**config.mk**
```make
export PLATFORM = sky130hd
export DESIGN_NAME = c_subset_tokenizer_top
export DESIGN_NICKNAME = d
export VERILOG_FILES = /design/src/rtl/cst_pkg.sv /design/src/rtl/c_subset_tokenizer_top.sv
export VERILOG_INCLUDE_DIRS = /design/src /design/src/rtl
export SDC_FILE = /design/constraint.sdc
export NUM_CORES = 1
export LEC_CHECK = 0
export BUFFER_PORTS_ARGS = -buffer_cell sky130_fd_sc_hd__clkbuf_2
export CAP_MARGIN = 25
export CORE_MARGIN = 3
export CORE_UTILIZATION = 61
export DETAILED_ROUTE_END_ITERATION = 12
export PLACE_DENSITY = 0.8
export SLEW_MARGIN = 20
export SYNTH_ARGS = -nofsm -noshare
export SYNTH_HDL_FRONTEND = slang
export SYNTH_SLANG_ARGS = --single-unit
```
**constraint.sdc**
```tcl
create_clock -name i_clk -period 7.4 [get_ports i_clk]
set_clock_uncertainty 0.15 [all_clocks]
set_input_delay 1.11 -clock i_clk [delete_from_list [all_inputs] [get_ports i_clk]]
set_output_delay 1.11 -clock i_clk [all_outputs]
set_load 0.02 [all_outputs]
```
**src/rtl/c_subset_tokenizer_top_defines.svh**
```systemverilog
// ----------------------------------------------------------------------------
// Tokenizer assertion macros
// Shared concurrent assertion forms for the tokenizer.
// ----------------------------------------------------------------------------
`ifndef C_SUBSET_TOKENIZER_TOP_DEFINES_SVH
`define C_SUBSET_TOKENIZER_TOP_DEFINES_SVH

// implication checked on every edge outside reset
`define CST_ASSERT_IMPL(lbl, clk, rst_n, ante, cons, msg) \
    lbl: assert property (@(posedge clk) disable iff (!rst_n) (ante) |-> (cons)) \
        else $error(msg);

// next-cycle implication
`define CST_ASSERT_NEXT(lbl, clk, rst_n, ante, cons, msg) \
    lbl: assert property (@(posedge clk) disable iff (!rst_n) (ante) |=> (cons)) \
        else $error(msg);

`endif

```
**src/rtl/cst_pkg.sv**
```systemverilog
// ----------------------------------------------------------------------------
// Tokenizer package
// Transaction types, token kinds and scan modes.
// ----------------------------------------------------------------------------
package cst_pkg;

    localparam int KIND_BITS     = 6;
    localparam int POSITION_BITS = 16;
    localparam int LENGTH_BITS   = 12;

    typedef struct packed {
        logic [7:0] data_byte;
        logic       end_of_input;
    } t_in;

    typedef struct packed {
        logic [KIND_BITS-1:0]     token_kind;
        logic [POSITION_BITS-1:0] start_line;
        logic [POSITION_BITS-1:0] start_column;
        logic [LENGTH_BITS-1:0]   token_length;
        logic                     last_of_run;
    } t_out;

    typedef enum logic [3:0] {
        M_START, M_IDENT, M_INT, M_FLOAT, M_STRING, M_STRESC,
        M_SLASH, M_LINE, M_BLOCK, M_BSTAR, M_OPER
    } t_mode;

    localparam logic [KIND_BITS-1:0] K_INT     = 6'd0;
    localparam logic [KIND_BITS-1:0] K_FLOAT   = 6'd1;
    localparam logic [KIND_BITS-1:0] K_STRING  = 6'd2;
    localparam logic [KIND_BITS-1:0] K_KW0     = 6'd3;
    localparam logic [KIND_BITS-1:0] K_IDENT   = 6'd12;
    localparam logic [KIND_BITS-1:0] K_LPAREN  = 6'd13;
    localparam logic [KIND_BITS-1:0] K_RPAREN  = 6'd14;
    localparam logic [KIND_BITS-1:0] K_LBRACE  = 6'd15;
    localparam logic [KIND_BITS-1:0] K_RBRACE  = 6'd16;
    localparam logic [KIND_BITS-1:0] K_LBRACK  = 6'd17;
    localparam logic [KIND_BITS-1:0] K_RBRACK  = 6'd18;
    localparam logic [KIND_BITS-1:0] K_SEMI    = 6'd19;
    localparam logic [KIND_BITS-1:0] K_COMMA   = 6'd20;
    localparam logic [KIND_BITS-1:0] K_DOT     = 6'd21;
    localparam logic [KIND_BITS-1:0] K_STAR    = 6'd24;
    localparam logic [KIND_BITS-1:0] K_SLASH   = 6'd25;
    localparam logic [KIND_BITS-1:0] K_PCT     = 6'd26;
    localparam logic [KIND_BITS-1:0] K_CARET   = 6'd29;
    localparam logic [KIND_BITS-1:0] K_TILDE   = 6'd30;
    localparam logic [KIND_BITS-1:0] K_ARROW   = 6'd43;
    localparam logic [KIND_BITS-1:0] K_END     = 6'd44;
    localparam logic [KIND_BITS-1:0] K_UNKNOWN = 6'd45;

    // keywords packed right-aligned, with their lengths
    localparam logic [47:0] KW_TEXT [9] = '{
        48'h696e74, 48'h666c6f6174, 48'h766f6964, 48'h6966, 48'h656c7365,
        48'h7768696c65, 48'h666f72, 48'h72657475726e, 48'h636f6e7374
    };
    localparam logic [2:0] KW_LEN [9] = '{3'd3, 3'd5, 3'd4, 3'd2, 3'd4, 3'd5, 3'd3,
                                          3'd6, 3'd5};

    // two-byte-capable operators: first byte, single kind, second byte, pair kind
    localparam logic [7:0]           OP_FIRST  [8] = '{"+", "-", "&", "|", "!", "=", "<", ">"};
    localparam logic [KIND_BITS-1:0] OP_SINGLE [8] = '{6'd22, 6'd23, 6'd27, 6'd28,
                                                       6'd31, 6'd32, 6'd33, 6'd34};
    localparam logic [7:0]           OP_SECOND [8] = '{"+", "-", "&", "|", "=", "=", "=", "="};
    localparam logic [KIND_BITS-1:0] OP_DOUBLE [8] = '{6'd41, 6'd42, 6'd39, 6'd40,
                                                       6'd36, 6'd35, 6'd37, 6'd38};

    function automatic logic f_alpha(input logic [7:0] b);
        return (b >= "a" && b <= "z") || (b >= "A" && b <= "Z") || b == "_";
    endfunction

    function automatic logic f_digit(input logic [7:0] b);
        return b >= "0" && b <= "9";
    endfunction

endpackage

```
**src/rtl/c_subset_tokenizer_top.sv**
```systemverilog
// ----------------------------------------------------------------------------
// C subset tokenizer
// Streaming lexer: one source byte in, zero to two tokens out.
// ----------------------------------------------------------------------------
// Usage:
//   Input channel (i_in_valid/o_in_ready, i_in) carries one source byte or an
//   end-of-input marker per transaction. Output channel (o_out_valid/
//   i_out_ready, o_out) carries one token per transaction; last_of_run marks
//   the final token caused by a given input transaction.
//   Scan state is updated in the cycle a byte is accepted; the tokens it
//   produces land in a two-entry output buffer and appear on o_out the next
//   cycle. Throughput is one byte per cycle while each byte yields at most one
//   token and the receiver is ready. A byte that closes a pending token and
//   also forms one itself fills both buffer slots; input then stalls while
//   the first of the two drains.
//   A stalled receiver holds o_out steady; input is taken only when the
//   buffer will have room for the worst case of two tokens.
//   Reset: scan mode start, line/column 1, buffer empty.
//   End of input flushes any pending token, emits the end token and restarts
//   at line 1, column 1.
// ----------------------------------------------------------------------------
`include "c_subset_tokenizer_top_defines.svh"

module c_subset_tokenizer_top (
    input  logic         i_clk,
    input  logic         i_rst_n,
    input  logic         i_in_valid,
    output logic         o_in_ready,
    input  cst_pkg::t_in i_in,
    output logic         o_out_valid,
    input  logic         i_out_ready,
    output cst_pkg::t_out o_out
);
    import cst_pkg::*;

    localparam logic [POSITION_BITS-1:0] POS_MAX = '1;
    localparam logic [LENGTH_BITS-1:0]   LEN_MAX = '1;
    localparam logic [POSITION_BITS-1:0] POS_ONE = POSITION_BITS'(1);

    // scan state
    t_mode                   r_mode, n_mode;
    logic [2:0]              r_op, n_op;
    logic [POSITION_BITS-1:0] r_line, n_line, r_col, n_col, r_tline, n_tline;
    logic [POSITION_BITS-1:0] r_tcol, n_tcol;
    logic [LENGTH_BITS-1:0]  r_cnt, n_cnt;
    logic [47:0]             r_win, n_win;

    // output buffer: two slots
    t_out       r_buf [2];
    logic [1:0] r_fill;

    // tokens produced by the current byte
    t_out       w_tok [2];
    logic [1:0] w_ntok;

    logic w_acc, w_pop;
    assign w_pop      = o_out_valid && i_out_ready;
    assign o_in_ready = (r_fill == 2'd0) || (r_fill == 2'd1 && w_pop);
    assign w_acc      = i_in_valid && o_in_ready;
    assign o_out_valid = r_fill != 2'd0;
    assign o_out       = r_buf[0];

    function automatic t_out f_tok(input logic [KIND_BITS-1:0] k,
                                   input logic [POSITION_BITS-1:0] l,
                                   input logic [POSITION_BITS-1:0] c,
                                   input logic [LENGTH_BITS-1:0] n);
        t_out t;
        t.token_kind   = k;
        t.start_line   = l;
        t.start_column = c;
        t.token_length = n;
        t.last_of_run  = 1'b0;
        return t;
    endfunction

    // keyword match on the packed window
    logic [KIND_BITS-1:0] w_ident_kind;
    always_comb begin
        w_ident_kind = K_IDENT;
        for (int k = 8; k >= 0; k--) begin
            if (r_cnt == LENGTH_BITS'(KW_LEN[k]) && r_win == KW_TEXT[k])
                w_ident_kind = K_KW0 + KIND_BITS'(k);
        end
    end

    logic [7:0] b;
    logic       w_start;
    logic [KIND_BITS-1:0] w_single;
    logic       w_single_hit, w_op_hit, w_blank;
    logic [2:0] w_op_idx;

    assign b = i_in.data_byte;

    // classification of the byte for the start mode
    always_comb begin
        w_op_hit = 1'b0;
        w_op_idx = 3'd0;
        for (int k = 7; k >= 0; k--) begin
            if (b == OP_FIRST[k]) begin
                w_op_hit = 1'b1;
                w_op_idx = 3'(k);
            end
        end
        w_blank = b == " " || b == 8'h09 || b == 8'h0d || b == 8'h0a;
        case (b)
            "(":     w_single = K_LPAREN;
            ")":     w_single = K_RPAREN;
            "{":     w_single = K_LBRACE;
            "}":     w_single = K_RBRACE;
            "[":     w_single = K_LBRACK;
            "]":     w_single = K_RBRACK;
            ";":     w_single = K_SEMI;
            ",":     w_single = K_COMMA;
            ".":     w_single = K_DOT;
            "*":     w_single = K_STAR;
            "%":     w_single = K_PCT;
            "^":     w_single = K_CARET;
            "~":     w_single = K_TILDE;
            default: w_single = K_UNKNOWN;
        endcase
        w_single_hit = !w_blank && !f_alpha(b) && !f_digit(b) && b != "\"" && b != "/"
                       && !w_op_hit;
    end

    always_comb begin
        logic [LENGTH_BITS-1:0] grow_cnt;
        grow_cnt = (r_cnt < LEN_MAX) ? r_cnt + LENGTH_BITS'(1) : r_cnt;
        n_mode  = r_mode;
        n_op    = r_op;
        n_line  = r_line;
        n_col   = r_col;
        n_tline = r_tline;
        n_tcol  = r_tcol;
        n_cnt   = r_cnt;
        n_win   = r_win;
        w_ntok  = 2'd0;
        w_tok[0] = f_tok(K_END, r_line, r_col, '0);
        w_tok[1] = f_tok(K_END, r_line, r_col, '0);
        w_start = 1'b0;

        if (i_in.end_of_input) begin
            unique case (r_mode)
                M_IDENT:  begin w_tok[0] = f_tok(w_ident_kind, r_tline, r_tcol, r_cnt);
                                w_ntok = 2'd1; end
                M_INT:    begin w_tok[0] = f_tok(K_INT, r_tline, r_tcol, r_cnt);
                                w_ntok = 2'd1; end
                M_FLOAT:  begin w_tok[0] = f_tok(K_FLOAT, r_tline, r_tcol, r_cnt);
                                w_ntok = 2'd1; end
                M_STRING, M_STRESC: begin
                    w_tok[0] = f_tok(K_STRING, r_tline, r_tcol, r_cnt);
                    w_ntok = 2'd1;
                end
                M_SLASH:  begin w_tok[0] = f_tok(K_SLASH, r_tline, r_tcol, LENGTH_BITS'(1));
                                w_ntok = 2'd1; end
                M_OPER:   begin w_tok[0] = f_tok(OP_SINGLE[r_op], r_tline, r_tcol,
                                                 LENGTH_BITS'(1));
                                w_ntok = 2'd1; end
                default:  w_ntok = 2'd0;
            endcase
            w_tok[w_ntok[0]] = f_tok(K_END, r_line, r_col, '0);
            w_ntok = w_ntok + 2'd1;
            n_mode = M_START; n_op = '0; n_line = POS_ONE; n_col = POS_ONE;
            n_tline = POS_ONE; n_tcol = POS_ONE; n_cnt = '0; n_win = '0;
        end else begin
            unique case (r_mode)
                M_IDENT: begin
                    if (f_alpha(b) || f_digit(b)) begin
                        n_cnt = grow_cnt; n_win = {r_win[39:0], b};
                    end else begin
                        w_tok[0] = f_tok(w_ident_kind, r_tline, r_tcol, r_cnt);
                        w_ntok = 2'd1; w_start = 1'b1;
                    end
                end
                M_INT: begin
                    if (f_digit(b) || b == ".") begin
                        n_cnt = grow_cnt; n_win = {r_win[39:0], b};
                        if (b == ".") n_mode = M_FLOAT;
                    end else begin
                        w_tok[0] = f_tok(K_INT, r_tline, r_tcol, r_cnt);
                        w_ntok = 2'd1; w_start = 1'b1;
                    end
                end
                M_FLOAT: begin
                    if (f_digit(b)) begin
                        n_cnt = grow_cnt; n_win = {r_win[39:0], b};
                    end else begin
                        w_tok[0] = f_tok(K_FLOAT, r_tline, r_tcol, r_cnt);
                        w_ntok = 2'd1; w_start = 1'b1;
                    end
                end
                M_STRING: begin
                    n_cnt = grow_cnt; n_win = {r_win[39:0], b};
                    if (b == "\\") n_mode = M_STRESC;
                    else if (b == "\"") begin
                        w_tok[0] = f_tok(K_STRING, r_tline, r_tcol, grow_cnt);
                        w_ntok = 2'd1; n_mode = M_START;
                    end
                end
                M_STRESC: begin
                    n_cnt = grow_cnt; n_win = {r_win[39:0], b}; n_mode = M_STRING;
                end
                M_SLASH: begin
                    if (b == "/") n_mode = M_LINE;
                    else if (b == "*") n_mode = M_BLOCK;
                    else begin
                        w_tok[0] = f_tok(K_SLASH, r_tline, r_tcol, LENGTH_BITS'(1));
                        w_ntok = 2'd1; w_start = 1'b1;
                    end
                end
                M_LINE:  if (b == 8'h0a) n_mode = M_START;
                M_BLOCK: if (b == "*") n_mode = M_BSTAR;
                M_BSTAR: begin
                    if (b == "/") n_mode = M_START;
                    else if (b != "*") n_mode = M_BLOCK;
                end
                M_OPER: begin
                    if (b == OP_SECOND[r_op]) begin
                        w_tok[0] = f_tok(OP_DOUBLE[r_op], r_tline, r_tcol, LENGTH_BITS'(2));
                        w_ntok = 2'd1; n_mode = M_START;
                    end else if (r_op == 3'd1 && b == ">") begin
                        w_tok[0] = f_tok(K_ARROW, r_tline, r_tcol, LENGTH_BITS'(2));
                        w_ntok = 2'd1; n_mode = M_START;
                    end else begin
                        w_tok[0] = f_tok(OP_SINGLE[r_op], r_tline, r_tcol, LENGTH_BITS'(1));
                        w_ntok = 2'd1; w_start = 1'b1;
                    end
                end
                default: w_start = 1'b1;
            endcase

            // start-mode handling of the current byte
            if (w_start) begin
                n_mode = M_START;
                if (!w_blank) begin
                    if (w_single_hit) begin
                        w_tok[w_ntok[0]] = f_tok(w_single, r_line, r_col, LENGTH_BITS'(1));
                        w_ntok = w_ntok + 2'd1;
                    end else begin
                        n_tline = r_line; n_tcol = r_col;
                        n_cnt = LENGTH_BITS'(1); n_win = {40'd0, b};
                        if (f_alpha(b))      n_mode = M_IDENT;
                        else if (f_digit(b)) n_mode = M_INT;
                        else if (b == "\"")  n_mode = M_STRING;
                        else if (b == "/")   n_mode = M_SLASH;
                        else begin
                            n_mode = M_OPER; n_op = w_op_idx;
                        end
                    end
                end
            end

            if (b == 8'h0a) begin
                if (r_line < POS_MAX) n_line = r_line + POS_ONE;
                n_col = POS_ONE;
            end else if (r_col < POS_MAX) begin
                n_col = r_col + POS_ONE;
            end
        end

        if (w_ntok == 2'd1) w_tok[0].last_of_run = 1'b1;
        if (w_ntok == 2'd2) w_tok[1].last_of_run = 1'b1;
    end

    always_ff @(posedge i_clk) begin
        if (!i_rst_n) begin
            r_mode  <= M_START;
            r_op    <= '0;
            r_line  <= POS_ONE;
            r_col   <= POS_ONE;
            r_tline <= POS_ONE;
            r_tcol  <= POS_ONE;
            r_cnt   <= '0;
            r_win   <= '0;
        end else if (w_acc) begin
            r_mode  <= n_mode;
            r_op    <= n_op;
            r_line  <= n_line;
            r_col   <= n_col;
            r_tline <= n_tline;
            r_tcol  <= n_tcol;
            r_cnt   <= n_cnt;
            r_win   <= n_win;
        end
    end

    // buffer fill count: less one for a pop, plus the tokens of an accepted byte
    always_ff @(posedge i_clk) begin
        if (!i_rst_n) begin
            r_fill <= 2'd0;
        end else begin
            r_fill <= r_fill - {1'b0, w_pop} + (w_acc ? w_ntok : 2'd0);
        end
    end

    // input is taken only when nothing remains after the pop
    always_ff @(posedge i_clk) begin
        if (w_acc) begin
            r_buf[0] <= w_tok[0];
            r_buf[1] <= w_tok[1];
        end else if (w_pop) begin
            r_buf[0] <= r_buf[1];
        end
    end

    `CST_ASSERT_IMPL(a_fill_range, i_clk, i_rst_n, 1'b1, r_fill != 2'd3,
                     "output buffer overfilled")
    `CST_ASSERT_IMPL(a_eoi_emits, i_clk, i_rst_n, w_acc && i_in.end_of_input,
                     w_ntok != 2'd0, "end of input produced no token")
    `CST_ASSERT_NEXT(a_eoi_restart, i_clk, i_rst_n, w_acc && i_in.end_of_input,
                     r_mode == M_START && r_line == POS_ONE,
                     "scanner did not restart after end of input")

endmodule
```
==> results of run 1 <==
## worst reg2reg max path, cell delays in order (launching register included)
cell	delay, ps
dfxtp_1	570
or4b_1	750
nor4_4	680
nor2_1	110
nand3_2	340
ha_1	320
o221a_2	240
o21ai_0	180
ha_1	260
inv_1	50
ha_1	160
xnor2_1	150
xnor2_1	160
nand2b_1	130
mux2i_1	70
## cell usage after synthesis, types with 14 or more instances
cell / instances
nor2b_1: 15
xor2_1: 16
clkbuf_1: 58
nand4_1: 38
nand2b_1: 21
buf_2: 16
xnor2_1: 14
edfxtp_1: 91
and3_1: 15
ha_1: 15
o21ai_0: 87
inv_1: 25
nand3_1: 44
a32o_1: 16
nor3_1: 30
mux2i_1: 40
dfxtp_1: 133
a22o_1: 67
a21oi_1: 66
nor2_1: 94
nand2_1: 107
nor4_1: 15
## sequential cells by signal, indices dropped and copies added, names as in the netlist
register,count
r_buf,91
r_cnt,12
r_col,16
r_fill,2
r_line,16
r_mode,4
r_op,3
r_tcol,16
r_tline,16
r_win,48
## per-layer routing
metal / global-route usage / share of wire / up-vias
met2: 0.467 / 0.45 / 489
met1: 0.441 / 0.45 / 5182
met5: 0 / 0 / -
li1: - / - / 5039
met4: 0.0848 / 0.023 / 0
met3: 0.0451 / 0.078 / 72
## final cells by class
| cell class | instances | area [sq um] | area share |
|---|---|---|---|
| Clock buffer | 33 | 676 | 0.0503 |
| Clock inverter | 10 | 95.1 | 0.00708 |
| Inverter | 27 | 101 | 0.00755 |
| Multi-Input combinational cell | 964 | 6340 | 0.472 |
| Sequential cell | 224 | 5400 | 0.402 |
| Tap cell | 265 | 332 | 0.0247 |
| Timing Repair Buffer | 87 | 490 | 0.0365 |
## through the flow
step	power, mW	hold slack (ps)
4_1_cts	3.53	324
5_1_grt	3.66	332
6_report	3.53	323
3_5_place_dp	2.37	316
2_1_floorplan	2.11	256
3_3_place_gp	2.35	306
## how the worst max path moves through the flow
| stage | depth (start not counted) | endpoint | startpoint |
|---|---|---|---|
| floorplan | 17 | r_fill[1] | i_in[5] |
| global placement | 15 | r_fill[1] | i_in[5] |
| detailed placement | 15 | r_fill[1] | i_in[5] |
| CTS | 15 | r_fill[1] | i_in[5] |
| global route | 15 | r_fill[1] | i_in[5] |
| finish | 15 | r_fill[1] | i_in[5] |
## power by group
group	switching, mW	leakage (nW)	internal (mW)
logic	0.570	2.58	0.223
registers	0.0697	1.97	1.49
clock network	0.497	0.377	0.677
## logic make-up (layout without fill, tap and decap cells)
logic type	after synthesis	count (layout)	share of synthesized area
fa+ha+maj	15	15	0.0153
xor+xnor	30	30	0.0215
compound gates	402	402	0.233
buf+inv	118	157	0.0421
simple gates	476	476	0.213
mux	41	41	0.0336
flops	224	224	0.441
## cells in the final DEF, fill, tap and decap left out, types with 15 or more instances in the layout
master / netlist / routed
mux2i_1: 40 / 40
nand2b_1: 21 / 21
edfxtp_1: 91 / 91
nor4_1: 15 / 15
buf_4: 2 / 21
nor2_1: 94 / 93
nand3_1: 44 / 44
o21ai_0: 87 / 87
nand4_1: 38 / 38
a21oi_1: 66 / 66
ha_1: 15 / 15
a32o_1: 16 / 16
nor2b_1: 15 / 15
clkbuf_16: 0 / 25
nor3_1: 30 / 30
and3_1: 15 / 15
inv_1: 25 / 25
nand2_1: 107 / 107
xor2_1: 16 / 16
a22o_1: 67 / 67
clkbuf_2: 0 / 65
dfxtp_1: 133 / 133
==> results.json, run 1 <==
{
  "finalNonFillerCells": 1610,
  "cts_root_buf": "clkbuf_16",
  "worst_path_dominant_cell_family": "simple AND/OR/NAND/NOR gates",
  "endpoint_kind": "flip-flop",
  "synth_top_area_share": 0.223,
  "die_area_sq_um": 21800,
  "worstSetupPathType": "input pin to flip-flop",
  "synth.area.top_cells": "edfxtp_1, dfxtp_1, a22o_1, o21ai_0, nand2_1",
  "worstRegToRegCells": 14,
  "num_vias": 10800,
  "setup_viol": 0,
  "synth-main-ff-cell": "dfxtp_1",
  "htreeDepth": 1,
  "max_freq_ghz": 0.203,
  "worst-path-max-fanout": 19,
  "maxSlewViolCount": 0,
  "synth.ff_latch_count": 224,
  "core_area_sq_um": 19600,
  "r2r_start": "r_mode[1]",
  "p_per_area_nw_per_um2": 263,
  "postCtsHoldBufs": 0,
  "finalCritPeriodShare": 0.667,
  "avgSynthCellArea_sq_um": 9.38,
  "num_rows": 51,
  "nets": 1356,
  "die_w_um": 148,
  "grt_usage": 0.301,
  "drive_gt1_frac": 0.117,
  "wl_per_cell_um": 20.9,
  "p_leak_nw": 4.93,
  "yosys_warnings": 0,
  "path_cells": "clkbuf_2, or4b_1, or3_4, a21oi_4, nand3_2, ha_1, o221a_2, o21ai_0, ha_1, inv_1, ha_1, xnor2_1, xnor2_1, nand2b_1, mux2i_1",
  "worst_slack_ps": 2460,
  "worst_pin_slew_ps": 1010,
  "syn-num-nets": 1334,
  "critical_path_arrival_ps": 5190,
  "cts_buffer_depth": 3,
  "min_to": "r_tline[13]",
  "grt_start_max_net_pins": 57,
  "clk_latency_ps": 530,
  "max-vdd-ir-drop_mv": 0.238,
  "clkSinkCount": 224,
  "grt_pass1_wl_um": 53700,
  "synth.distinct_cells": 94,
  "cp_slowest_stage_delay_ps": 880,
  "grt_pass1_vias": 9909,
  "grt_setup_unrepaired": "false",
  "pre_cts_ws_ps": 2010,
  "synthArstFlopShare": 0,
  "critPathLaunchType": "input pin",
  "drtAntennaViolNets": 0,
  "yosysTopAreaCell": "edfxtp_1",
  "final_cell_area_sq_um": 13400,
  "pin_count": 66,
  "rrSetupSlack_ps": 2960,
  "whs_path_depth": 2,
  "worst_path_max_delay_cell": "or4b_1",
  "num-fill-cells": 1575,
  "hold_viol_final": 0,
  "die_h_um": 148,
  "antenna_found_initial": 0,
  "min_from": "r_tline[13]",
  "io_buffers": 65,
  "antennaDiodeCount": 0,
  "dp_cells": 1565,
  "cap_violations": 0,
  "numCtsBuffers": 24,
  "place_area_sq_um": 12600,
  "routabilityCongestion": 0.971,
  "cts_tree": "done",
  "post_cts_buffers": 0,
  "final_util": 0.686,
  "cts-resized-gates": 0,
  "overflow": 0,
  "cpMostUsedCell": "ha_1",
  "wl_um": 33600,
  "synth_area_sq_um": 12200,
  "firstDrtPassIters": 5,
  "rr_endpoint": "r_fill[1]",
  "hpwl_um": 22700,
  "hp-class": "flip-flop to flip-flop",
  "finalCriticalPeriod_ps": 4940,
  "cp.required_ps": 7660,
  "synthCells": 1306,
  "vias_per_cell": 6.70,
  "initial_core_util": 0.625,
  "clkTransAtPathRegs_ps": 60,
  "drtIter0Drc": 1090,
  "cp_num_buf_inv": 2,
  "drc": 0,
  "synth-edff-count": 91,
  "tns_ps": 0,
  "slew_headroom": 0.319,
  "status": "finished clean",
  "ys_seq_area_frac": 0.441,
  "area_growth_syn_to_layout_pct": 9.69
}
No activity file was read; power rests on OpenSTA's default activity.
==> run 2, diff against run 1 <==
- ABC_AREA: default -> 1
- PLACE_DENSITY: 0.8 -> 0.79
- clock period: 7.4 -> 4.8 ns (I/O delays scaled with it)
==> results.json, run 2 <==
{
  "tns_ps": 0,
  "largest_register": "r_buf",
  "ys_seq_area_frac": 0.375,
  "synthTopCellsByCount": "nand2_1, o21ai_0, nor2_1",
  "setup_viol": 0,
  "rrSetupSlack_ps": 1140,
  "whs_path_depth": 2,
  "final_cell_area_sq_um": 15600,
  "whs_ps": 316,
  "num_vias": 15100,
  "final_cell_mix": "nand2_1, o21ai_0, nor2_1",
  "die_w_um": 160,
  "final_util": 0.679,
  "drive_gt1_frac": 0.0786,
  "worstRegToRegCells": 21,
  "vias_per_cell": 6.01,
  "syn-num-nets": 2209,
  "clkSinkCount": 224,
  "postCtsHoldBufs": 0,
  "cp.required_ps": 5090,
  "worstSetupPathType": "flip-flop to flip-flop",
  "overflow": 0,
  "finalCritPeriodShare": 0.763,
  "num-fill-cells": 2038,
  "p_int_mw": 3.80,
  "nets": 2211,
  "grt_pass1_wl_um": 70000,
  "combPwrFrac": 0.291,
  "htreeDepth": 1,
  "cts-resized-gates": 0,
  "min_from": "r_win[39]",
  "firstDrtPassIters": 6,
  "largestRegisters": "r_buf x91, r_win x48",
  "yosysMostFrequentCell": "nand2_1",
  "grt_setup_unrepaired": "false",
  "worst_pin_slew_ps": 851,
  "routabilityCongestion": 0.961,
  "power.total_mw": 6.04,
  "area_growth_syn_to_layout_pct": 8.10,
  "cts_buffer_depth": 3,
  "core_area_sq_um": 22900,
  "yosys_warnings": 0,
  "cts_tree": "done",
  "initial_core_util": 0.628,
  "synth.ff_latch_count": 224,
  "synth-main-ff-cell": "dfxtp_1",
  "numCtsBuffers": 24,
  "min_to": "r_win[39]",
  "place_area_sq_um": 14800,
  "wl_um": 43700,
  "dp_cells": 2470,
  "final_common_cell": "nand2_1",
  "maxSlewViolCount": 0,
  "rr_endpoint": "r_fill[1]",
  "clkPwrFrac": 0.291,
  "slew_headroom": 0.432,
  "wl_per_cell_um": 17.4,
  "grt_usage": 0.329,
  "clk_latency_ps": 540,
  "synth.area.top_cells": "edfxtp_1, dfxtp_1, nand2_1, o21ai_0, a21oi_1",
  "largest_register_ffs": 91,
  "antennaDiodeCount": 0,
  "die_h_um": 160,
  "avgSynthCellArea_sq_um": 6.60,
  "antenna_found_initial": 0,
  "drtIter0Drc": 1710,
  "clkTransAtPathRegs_ps": 60,
  "synth_top_area_share": 0.190,
  "grt_start_max_net_pins": 85,
  "cts_root_buf": "clkbuf_16",
  "synth-edff-count": 91,
  "hold_viol_final": 0,
  "post_cts_buffers": 0,
  "status": "finished clean",
  "switching_share": 0.370,
  "yosysTopAreaCell": "edfxtp_1",
  "cap_violations": 0,
  "synth_area_sq_um": 14400,
  "worst_slack_ps": 1140,
  "hp-class": "flip-flop to flip-flop",
  "p_seq_frac": 0.417,
  "pre_cts_ws_ps": 698,
  "max-vdd-ir-drop_mv": 0.290,
  "worst-path-max-fanout": 13,
  "p_per_area_nw_per_um2": 388,
  "max_freq_ghz": 0.273,
  "hpwl_um": 30100,
  "grt_pass1_vias": 13500,
  "drc": 0,
  "pin_count": 66,
  "finalCriticalPeriod_ps": 3660,
  "critPathLaunchType": "flip-flop",
  "num_rows": 55,
  "switchingPower_mw": 2.23,
  "critical_path_arrival_ps": 3950,
  "r2r_start": "r_op[0]",
  "synth.distinct_cells": 51,
  "p_leak_nw": 6.14,
  "io_buffers": 65,
  "drtAntennaViolNets": 0,
  "synthCells": 2181,
  "die_area_sq_um": 25500,
  "finalNonFillerCells": 2514,
  "synthArstFlopShare": 0,
  "endpoint_kind": "flip-flop"
}
-- run 2: cell types whose count changed after synthesis, sizes merged, moves of 40 or more --
cell	previous run	this run
a22o	67	0
inv	25	181
o21ai	96	208
nand2	107	704
o211ai	10	50
nand3	45	110
nor2	95	213
a21oi	69	175
mux2i	40	0
-- run 2: cells by family (layout without fill, tap and decap cells) --
family                   after synthesis  after routing  synth area share
AND/OR/NAND/NOR                     1141           1141             0.333
adder cells (fa/ha/maj)               15             15            0.0130
buffers and inverters                299            319            0.0834
flip-flops                           224            224             0.375
XOR/XNOR                              10             10           0.00608
AO/OA/AOI/OAI                        492            492             0.190
-- run 2: final cells by class --
class	count	area [sq um]	share of cell area
clock buffer	32	631	0.0405
clock inverter	12	93.8	0.00603
inverter	183	687	0.0441
multi-input combinational	1658	7830	0.503
sequential	224	5400	0.347
tap	313	392	0.0252
timing repair buffer	92	541	0.0347
-- run 2: worst max-delay path by stage --
stage                     slack (ps)         to         from  cells after the start
after global routing             780  r_fill[1]      r_op[0]                     21
after CTS                       1180  r_fill[1]      r_op[2]                     19
after global placement           820  r_fill[1]      i_in[5]                     22
after detailed placement         700  r_fill[1]      i_in[5]                     22
final                           1140  r_fill[1]      r_op[0]                     21
after floorplan                  240  r_fill[1]  i_out_ready                     14
-- run 2: critical path: stages, from the launching register on --
cell     delay, ps
dfxtp_1        480
inv_1          210
ha_1           320
nand2_1         90
nand2_1         50
nand2_1         50
nand2_1         50
nor2_1          90
nand2_1        130
nand3_1        280
nand4_4        280
nand2_1        190
nand2_1         70
nand3_1        130
nand3_1         90
ha_1           310
inv_1           40
ha_1           180
xnor2_1        180
nand3_1        100
nand2_1         60
nor2_1          40
-- run 2: power groups by stage --
stage               Sequential, mW  Combinational, mW  Clock [mW]
global route                  2.55               1.89        1.83
floorplan                     2.79              0.927           0
global placement              2.55               1.70           0
detailed placement            2.56               1.73           0
finish                        2.52               1.76        1.76
CTS                           2.52               1.74        1.76
-- run 2: routing by layer --
layer,track usage,wire length [um],share of wire
met2,0.503,18700,0.43
met5,0,0,0
met1,0.488,19200,0.44
met3,0.0472,4640,0.11
met4,0.0947,1170,0.027
